`config.mk`:
```
export PLATFORM = sky130hd
export DESIGN_NAME = face_track_mode_controller
export DESIGN_NICKNAME = d
export VERILOG_FILES = /design/src/sv/ftmc_pkg.sv /design/src/sv/ftmc_dist.sv /design/src/sv/ftmc_core.sv /design/src/sv/face_track_mode_controller.sv
export SDC_FILE = /design/constraint.sdc
export NUM_CORES = 2
export LEC_CHECK = 0
export ABC_AREA = 0
export BUFFER_PORTS_ARGS = -buffer_cell sky130_fd_sc_hd__buf_2
export CORE_ASPECT_RATIO = 1.25
export CORE_UTILIZATION = 50
export CTS_CLUSTER_DIAMETER = 150
export DETAILED_ROUTE_END_ITERATION = 7
export PLACE_DENSITY = 0.65
export SYNTH_ARGS = -nofsm -noshare
export SYNTH_HDL_FRONTEND = slang
export SYNTH_SLANG_ARGS = --single-unit
```
`constraint.sdc`:
```
create_clock -name clk_i -period 16.3 [get_ports clk_i]
set_input_delay 0 -clock clk_i [delete_from_list [all_inputs] [get_ports clk_i]]
set_output_delay 0 -clock clk_i [all_outputs]
set_load 0.03 [all_outputs]
```
`src/sv/ftmc_pkg.sv`:
```
// Shared types, constants and register codes for the face track mode controller.
// Used by every module of the block and by its port checker; depends on nothing.
`default_nettype none

package ftmc_pkg;

  // Box geometry and eye count.
  localparam int unsigned COORD_BITS = 12;
  localparam int unsigned EYE_BITS   = 4;

  // Squared distance: a saturating value, all ones meaning no candidate yet.
  localparam int unsigned SQ_BITS     = 27;
  localparam int unsigned SUM_BITS    = 2 * COORD_BITS + 2;
  localparam int unsigned SQ_CMP_BITS = (SUM_BITS > SQ_BITS) ? SUM_BITS : SQ_BITS;
  localparam logic [SQ_BITS-1:0] SQ_NONE = {SQ_BITS{1'b1}};
  localparam logic [SQ_BITS-1:0] SQ_MAX  = SQ_NONE - SQ_BITS'(1);

  // Configuration register widths and port.
  localparam int unsigned TICK_BITS     = 16;
  localparam int unsigned MAX_SQ_BITS   = 26;
  localparam int unsigned FRAME_BITS    = 8;
  localparam int unsigned FACE_CNT_BITS = 2;
  localparam int unsigned CFG_IDX_BITS  = 2;
  localparam int unsigned CFG_DATA_BITS = 26;

  localparam logic [CFG_IDX_BITS-1:0] CFG_LOCK_TICKS   = 2'd0;
  localparam logic [CFG_IDX_BITS-1:0] CFG_RELOCK_MAX   = 2'd1;
  localparam logic [CFG_IDX_BITS-1:0] CFG_RELOCK_FRMS  = 2'd2;

  localparam logic [TICK_BITS-1:0]   LOCK_TICKS_RST   = 16'd1500;
  localparam logic [MAX_SQ_BITS-1:0] RELOCK_MAX_RST   = 26'd15625;
  localparam logic [FRAME_BITS-1:0]  RELOCK_FRMS_RST  = 8'd5;

  localparam logic [TICK_BITS-1:0]     TICK_SAT   = {TICK_BITS{1'b1}};
  localparam logic [FRAME_BITS-1:0]    FRAME_SAT  = {FRAME_BITS{1'b1}};
  localparam logic [FACE_CNT_BITS-1:0] FACES_ONE  = 2'd1;
  localparam logic [FACE_CNT_BITS-1:0] FACES_MANY = 2'd2;
  localparam logic [EYE_BITS-1:0]      EYES_MIN   = 4'd2;

  // Request kinds on the input channel.
  localparam logic [1:0] ITEM_FACE = 2'd0;
  localparam logic [1:0] ITEM_EOF  = 2'd1;
  localparam logic [1:0] ITEM_TICK = 2'd2;

  typedef enum logic [1:0] {
    TRK_SEARCH = 2'd0,
    TRK_LOCK   = 2'd1,
    TRK_RELOCK = 2'd2
  } track_mode_e;

  typedef struct packed {
    logic [COORD_BITS-1:0] x;
    logic [COORD_BITS-1:0] y;
    logic [COORD_BITS-1:0] w;
    logic [COORD_BITS-1:0] h;
  } box_t;

  typedef struct packed {
    logic [1:0]            mode;
    logic [COORD_BITS-1:0] face_x;
    logic [COORD_BITS-1:0] face_y;
    logic [COORD_BITS-1:0] face_w;
    logic [COORD_BITS-1:0] face_h;
    logic [EYE_BITS-1:0]   eye_count;
  } in_item_t;

  typedef struct packed {
    logic [1:0]            track_state;
    logic [COORD_BITS-1:0] tracked_x;
    logic [COORD_BITS-1:0] tracked_y;
    logic [COORD_BITS-1:0] tracked_w;
    logic [COORD_BITS-1:0] tracked_h;
    logic                  state_changed;
  } out_item_t;

  typedef struct packed {
    logic [TICK_BITS-1:0]   lock_ticks;
    logic [MAX_SQ_BITS-1:0] relock_max_sq_error;
    logic [FRAME_BITS-1:0]  relock_frames;
  } cfg_t;

endpackage

`default_nettype wire

```
`src/sv/ftmc_dist.sv`:
```
// Squared box distance over x, y, width and height, saturated one below all ones.
// Depends on ftmc_pkg for the box type and the distance widths.
`default_nettype none

module ftmc_dist (
  input  ftmc_pkg::box_t                    ref_box_i,
  input  ftmc_pkg::box_t                    face_box_i,
  output logic [ftmc_pkg::SQ_BITS-1:0]      sq_err_o
);

  function automatic logic [2*ftmc_pkg::COORD_BITS-1:0] sq_diff(
    input logic [ftmc_pkg::COORD_BITS-1:0] a,
    input logic [ftmc_pkg::COORD_BITS-1:0] b
  );
    logic [ftmc_pkg::COORD_BITS-1:0] d;
    d = (a > b) ? (a - b) : (b - a);
    return (2*ftmc_pkg::COORD_BITS)'(d) * (2*ftmc_pkg::COORD_BITS)'(d);
  endfunction

  logic [ftmc_pkg::SUM_BITS-1:0]    sum;
  logic [ftmc_pkg::SQ_CMP_BITS-1:0] sum_ext;

  always_comb begin
    sum = ftmc_pkg::SUM_BITS'(sq_diff(ref_box_i.x, face_box_i.x))
        + ftmc_pkg::SUM_BITS'(sq_diff(ref_box_i.y, face_box_i.y))
        + ftmc_pkg::SUM_BITS'(sq_diff(ref_box_i.w, face_box_i.w))
        + ftmc_pkg::SUM_BITS'(sq_diff(ref_box_i.h, face_box_i.h));
    sum_ext = ftmc_pkg::SQ_CMP_BITS'(sum);
    if (sum_ext > ftmc_pkg::SQ_CMP_BITS'(ftmc_pkg::SQ_MAX)) begin
      sq_err_o = ftmc_pkg::SQ_MAX;
    end else begin
      sq_err_o = ftmc_pkg::SQ_BITS'(sum_ext);
    end
  end

endmodule

`default_nettype wire

```
`src/sv/ftmc_core.sv`:
```
// Tracking state machine: per-frame face count, best match and the search, lock
// and relock decisions. Depends on ftmc_pkg and instantiates ftmc_dist.
`default_nettype none

module ftmc_core (
  input  logic                clk_i,
  input  logic                rst_ni,
  input  ftmc_pkg::cfg_t      cfg_i,
  input  logic                fire_i,
  input  ftmc_pkg::in_item_t  item_i,
  output logic                res_vld_o,
  output ftmc_pkg::out_item_t res_o
);

  ftmc_pkg::track_mode_e                  mode_q, mode_d;
  ftmc_pkg::box_t                         locked_q, locked_d;
  logic [ftmc_pkg::FRAME_BITS-1:0]        frames_q, frames_d;
  logic [ftmc_pkg::TICK_BITS-1:0]         timer_q, timer_d;
  logic [ftmc_pkg::FACE_CNT_BITS-1:0]     faces_q, faces_d;
  ftmc_pkg::box_t                         first_q, first_d;
  logic [ftmc_pkg::SQ_BITS-1:0]           best_err_q, best_err_d;
  ftmc_pkg::box_t                         best_box_q, best_box_d;
  logic [ftmc_pkg::EYE_BITS-1:0]          best_eyes_q, best_eyes_d;

  ftmc_pkg::box_t                         face_box;
  logic [ftmc_pkg::SQ_BITS-1:0]           sq_err;
  logic [ftmc_pkg::FRAME_BITS-1:0]        frames_inc;
  logic [ftmc_pkg::FRAME_BITS-1:0]        relock_frames_cnt;
  logic                                   relock_ok;

  assign face_box = '{x: item_i.face_x, y: item_i.face_y,
                      w: item_i.face_w, h: item_i.face_h};

  ftmc_dist u_dist (
    .ref_box_i  (locked_q),
    .face_box_i (face_box),
    .sq_err_o   (sq_err)
  );

  always_ff @(posedge clk_i or negedge rst_ni) begin
    if (!rst_ni) begin
      mode_q      <= ftmc_pkg::TRK_SEARCH;
      locked_q    <= '0;
      frames_q    <= '0;
      timer_q     <= '0;
      faces_q     <= '0;
      first_q     <= '0;
      best_err_q  <= ftmc_pkg::SQ_NONE;
      best_box_q  <= '0;
      best_eyes_q <= '0;
    end else if (fire_i) begin
      mode_q      <= mode_d;
      locked_q    <= locked_d;
      frames_q    <= frames_d;
      timer_q     <= timer_d;
      faces_q     <= faces_d;
      first_q     <= first_d;
      best_err_q  <= best_err_d;
      best_box_q  <= best_box_d;
      best_eyes_q <= best_eyes_d;
    end
  end

  always_comb begin
    mode_d      = mode_q;
    locked_d    = locked_q;
    frames_d    = frames_q;
    timer_d     = timer_q;
    faces_d     = faces_q;
    first_d     = first_q;
    best_err_d  = best_err_q;
    best_box_d  = best_box_q;
    best_eyes_d = best_eyes_q;
    res_vld_o   = 1'b0;

    frames_inc = (frames_q == ftmc_pkg::FRAME_SAT) ? frames_q
                                                   : frames_q + ftmc_pkg::FRAME_BITS'(1);
    relock_ok = (best_err_q < ftmc_pkg::SQ_BITS'(cfg_i.relock_max_sq_error))
             && (best_eyes_q >= ftmc_pkg::EYES_MIN);
    relock_frames_cnt = relock_ok ? '0 : frames_inc;

    if (item_i.mode == ftmc_pkg::ITEM_FACE) begin
      if (mode_q == ftmc_pkg::TRK_SEARCH) begin
        if (faces_q == '0) begin
          first_d = face_box;
        end
        if (faces_q < ftmc_pkg::FACES_MANY) begin
          faces_d = faces_q + ftmc_pkg::FACE_CNT_BITS'(1);
        end
      end else if (mode_q == ftmc_pkg::TRK_RELOCK) begin
        // Strict compare keeps the first of equally near boxes.
        if (sq_err < best_err_q) begin
          best_err_d  = sq_err;
          best_box_d  = face_box;
          best_eyes_d = item_i.eye_count;
        end
      end
    end else if (item_i.mode == ftmc_pkg::ITEM_TICK) begin
      if (mode_q == ftmc_pkg::TRK_LOCK && timer_q != ftmc_pkg::TICK_SAT) begin
        timer_d = timer_q + ftmc_pkg::TICK_BITS'(1);
      end
    end else if (item_i.mode == ftmc_pkg::ITEM_EOF) begin
      res_vld_o = 1'b1;
      frames_d  = frames_inc;
      unique case (mode_q)
        ftmc_pkg::TRK_LOCK: begin
          if (timer_q >= cfg_i.lock_ticks) begin
            mode_d   = ftmc_pkg::TRK_RELOCK;
            frames_d = '0;
          end
        end
        ftmc_pkg::TRK_SEARCH: begin
          if (faces_q == ftmc_pkg::FACES_ONE) begin
            mode_d   = ftmc_pkg::TRK_LOCK;
            locked_d = first_q;
            frames_d = '0;
            timer_d  = '0;
          end
        end
        ftmc_pkg::TRK_RELOCK: begin
          if (relock_ok) begin
            mode_d   = ftmc_pkg::TRK_LOCK;
            locked_d = best_box_q;
            frames_d = '0;
            timer_d  = '0;
          end
          // The fallback test sees the count as a re-lock has just left it.
          if (relock_frames_cnt >= cfg_i.relock_frames) begin
            mode_d   = ftmc_pkg::TRK_SEARCH;
            frames_d = '0;
          end
        end
        default: begin
          mode_d = mode_q;
        end
      endcase
      faces_d     = '0;
      first_d     = '0;
      best_err_d  = ftmc_pkg::SQ_NONE;
      best_box_d  = '0;
      best_eyes_d = '0;
    end

    res_o.track_state   = mode_d;
    res_o.tracked_x     = locked_d.x;
    res_o.tracked_y     = locked_d.y;
    res_o.tracked_w     = locked_d.w;
    res_o.tracked_h     = locked_d.h;
    res_o.state_changed = (mode_d != mode_q);
  end

endmodule

`default_nettype wire

```
`src/sv/face_track_mode_controller.sv`:
```
// Top level of the face track mode controller: configuration registers, request
// register, result register. Depends on ftmc_pkg and instantiates ftmc_core.
//
//   channel  | direction | handshake           | payload
//   ---------+-----------+---------------------+-----------------------------
//   in       | input     | in_valid_i/in_stall_o  | ftmc_pkg::in_item_t
//   out      | output    | out_valid_o/out_stall_i| ftmc_pkg::out_item_t
//   cfg      | input     | cfg_we_i            | cfg_idx_i, cfg_data_i
//
// A request is accepted every cycle while the input is not stalled, and is worked on
// from the request register. End-of-frame requests give one result, passed through
// the result register; face and tick requests give none.
// The input stalls only while an end-of-frame request waits behind a stalled result.
// Reset clears the tracking state and loads the default configuration.
`default_nettype none

module face_track_mode_controller (
  input  logic                                  clk_i,
  input  logic                                  rst_ni,
  input  logic                                  in_valid_i,
  output logic                                  in_stall_o,
  input  ftmc_pkg::in_item_t                    in_data_i,
  output logic                                  out_valid_o,
  input  logic                                  out_stall_i,
  output ftmc_pkg::out_item_t                   out_data_o,
  input  logic                                  cfg_we_i,
  input  logic [ftmc_pkg::CFG_IDX_BITS-1:0]     cfg_idx_i,
  input  logic [ftmc_pkg::CFG_DATA_BITS-1:0]    cfg_data_i
);

  ftmc_pkg::cfg_t      cfg_q;
  ftmc_pkg::in_item_t  in_q;
  logic                in_vld_q;
  ftmc_pkg::out_item_t out_q;
  logic                out_vld_q;
  logic                proc;
  logic                in_take;
  logic                res_vld;
  ftmc_pkg::out_item_t res;

  always_ff @(posedge clk_i or negedge rst_ni) begin
    if (!rst_ni) begin
      cfg_q.lock_ticks          <= ftmc_pkg::LOCK_TICKS_RST;
      cfg_q.relock_max_sq_error <= ftmc_pkg::RELOCK_MAX_RST;
      cfg_q.relock_frames       <= ftmc_pkg::RELOCK_FRMS_RST;
    end else if (cfg_we_i) begin
      unique case (cfg_idx_i)
        ftmc_pkg::CFG_LOCK_TICKS:  cfg_q.lock_ticks <= ftmc_pkg::TICK_BITS'(cfg_data_i);
        ftmc_pkg::CFG_RELOCK_MAX:  cfg_q.relock_max_sq_error <= cfg_data_i;
        ftmc_pkg::CFG_RELOCK_FRMS: cfg_q.relock_frames <= ftmc_pkg::FRAME_BITS'(cfg_data_i);
        default: begin
          cfg_q <= cfg_q;
        end
      endcase
    end
  end

  // An end-of-frame request needs the result slot free or draining this cycle.
  assign proc = in_vld_q && ((in_q.mode != ftmc_pkg::ITEM_EOF) || !out_vld_q || !out_stall_i);
  assign in_stall_o = in_vld_q && !proc;
  assign in_take    = in_valid_i && !in_stall_o;

  always_ff @(posedge clk_i or negedge rst_ni) begin
    if (!rst_ni) begin
      in_vld_q <= 1'b0;
    end else if (in_take) begin
      in_vld_q <= 1'b1;
    end else if (proc) begin
      in_vld_q <= 1'b0;
    end
  end

  always_ff @(posedge clk_i) begin
    if (in_take) begin
      in_q <= in_data_i;
    end
  end

  ftmc_core u_core (
    .clk_i     (clk_i),
    .rst_ni    (rst_ni),
    .cfg_i     (cfg_q),
    .fire_i    (proc),
    .item_i    (in_q),
    .res_vld_o (res_vld),
    .res_o     (res)
  );

  always_ff @(posedge clk_i or negedge rst_ni) begin
    if (!rst_ni) begin
      out_vld_q <= 1'b0;
    end else if (proc && res_vld) begin
      out_vld_q <= 1'b1;
    end else if (!out_stall_i) begin
      out_vld_q <= 1'b0;
    end
  end

  always_ff @(posedge clk_i) begin
    if (proc && res_vld) begin
      out_q <= res;
    end
  end

  assign out_valid_o = out_vld_q;
  assign out_data_o  = out_q;

endmodule

`default_nettype wire

```
==> results.json <==
{
  "startpoint_type": "register",
  "crit_arrival_ps": 14450,
  "cp_common_cell": "fa_1",
  "skew_ps": 22.2,
  "finalSetupViolations": 0,
  "chipHeight_um": 305,
  "syn-instance-count": 3863,
  "cts_buffers": 37,
  "netlist_area_um2": 36700,
  "layout-drive-gt1-share": 0.0992,
  "path_clk_slew_ps": 60,
  "startpoint": "in_q[4]",
  "min_from": "cfg_idx_i[1]",
  "finalCritPeriodShare": 0.861,
  "ys.flop_type": "dfrtp_1",
  "n_antenna_cell": 0,
  "post-route-drc-count": 0,
  "clock.fmax_mhz": 71.3,
  "grt_max_degree": 145,
  "grt_pass1_vias": 28500,
  "initial_core_util": 0.507,
  "netlist-cell-type-count": 86,
  "hold_viol_final": 0,
  "grt_first_pass_wirelength_mm": 150,
  "vias": 27000,
  "coreArea_um2": 72300,
  "final_common_cell": "inv_1",
  "synth_seq_cells": 358,
  "cp.required_ps": 16720,
  "timing.rr.start": "in_q[4]",
  "num_io_pins": 140,
  "fp-row-count": 110,
  "tightest_slew_ps": 1060,
  "yosysWarnings": 0,
  "fill_cells": 6410,
  "root_buffer": "clkbuf_16",
  "syn_area_per_cell_um2": 9.49,
  "syn_nets": 4775,
  "h-tree-depth": 2,
  "fin_cells": 5063,
  "grt.overflow.total": 0,
  "initialDrtViolationCount": 1551,
  "die_w_um": 244,
  "clkSinkCount": 358,
  "antenna_found_initial": 0,
  "firstDrtPassIters": 5,
  "grt_usage": 0.255,
  "synth_edf_count": 104,
  "final_cell_mix": "inv_1, fa_1, nand2_1, ha_1, nor2_1",
  "hpwl_mm": 71.5,
  "dieArea_um2": 74400,
  "cts_setup_buffers": 0,
  "clockBufferDepth": 3,
  "tns_ps": 0,
  "crit_type": "reg2reg",
  "crit_fanout": 93,
  "detail_route.wl_per_cell_um": 18.0,
  "finalCriticalPeriod_ps": 14030,
  "gp_congestion": 0.881,
  "slowest_delay_ps": 750,
  "area_delta_synth_final_pct": 11.8,
  "cts_resized": 0,
  "relSlewSlack": 0.281,
  "dpl.cell_count": 4886,
  "hold_path.class": "in2reg",
  "via_per_inst": 5.33,
  "port_buffers": 138,
  "nets": 4994,
  "async_flop_share": 0.709,
  "crit_path_top_delay_cell": "xnor2_2",
  "ys_seq_area_frac": 0.260,
  "finalMaxSlewViolations": 0,
  "outcome": "completed",
  "cap_violations": 0,
  "ant_nets": 0,
  "end_kind": "register",
  "routed_wl_mm": 91.0,
  "clk_latency_ps": 570,
  "rsz0062_at_grt": "false",
  "cts_tree": "yes"
}
synth_stat cells, drive strengths merged, types with 57 or more instances:
library cell,n,share of area
a21o,59,0.012
a21oi,163,0.022
clkbuf,103,0.011
dfrtp,211,0.14
edfxtp,104,0.085
fa,447,0.24
ha,378,0.13
inv,834,0.085
nand2,404,0.041
nand2b,58,0.0099
nor2,260,0.027
o21ai,189,0.026
xnor2,57,0.014
state kept, by name (all words and copies together), names as in the netlist:
register	cells
in_q	53
out_data_o	51
cfg_q	50
u_core.best_box_q	48
u_core.first_q	48
u_core.locked_q	48
u_core.best_err_q	27
u_core.timer_q	16
u_core.frames_q	8
u_core.best_eyes_q	3
u_core.faces_q	2
u_core.mode_q	2
in_vld_q	1
out_valid_o	1
per-stage QoR:
step	setup WS, ps	instance area [um2]	hold slack (ps)	utilization
4_1_cts	2210	41000	5.86	0.567
2_1_floorplan	4040	36700	-296	-
3_3_place_gp	2360	38600	135	0.534
3_5_place_dp	2270	38600	140	0.534
6_report	2270	41000	34.6	0.567
5_1_grt	1420	41000	59.9	0.567
cells by family (layout without fill, tap and decap cells):
logic type,after synthesis,in the layout,share of synthesized area
buffers and inverters,962,1210,0.0994
AND/OR/NAND/NOR,919,919,0.111
adder cells (fa/ha/maj),825,825,0.373
AO/OA/AOI/OAI,642,642,0.114
flip-flops,358,358,0.260
XOR/XNOR,80,80,0.0199
multiplexers,77,77,0.0226
path summary, 6_finish.rpt:
check                                   endpoint  slack [ps]  cells after the start
max in group asynchronous  u_core.best_box_q[34]       14750                      3
max reg2reg                u_core.best_box_q[26]        2270                     47
min                                    cfg_q[44]          30                      4
max                        u_core.best_box_q[26]        2270                     47
min reg2reg                u_core.best_eyes_q[2]         470                      2
min in group asynchronous              cfg_q[45]         110                      2
worst max-delay path: cells and delay by family (launching register included):
kind	cells	cell delay, ps
AND/OR/NAND/NOR	6	1300
flip-flops	1	430
adder cells (fa/ha/maj)	13	5910
buffers and inverters	9	1480
multiplexers	1	240
AO/OA/AOI/OAI	16	3510
XOR/XNOR	2	860
timing repair:
item,4_1_cts,5_1_grt
hold endpoints to repair,223,0
hold buffers,109,0
setup endpoints to repair,0,0
final cells by class:
class	count	area (um2)	area share
clock buffer	50	1030	0.0251
clock inverter	18	259	0.00632
inverter	836	3140	0.0765
multi-input combinational	2543	23600	0.575
sequential	358	9530	0.233
tap	952	1190	0.0291
timing repair buffer	306	2260	0.0551
metal layers:
metal,share of wire,global-route usage
met1,0.41,0.321
met2,0.52,0.459
met3,0.037,0.0250
met4,0.030,0.0775
met5,0,0
Power is not shown: default switching activity piles up to over one toggle a cycle in this logic, so the estimate is an artifact.
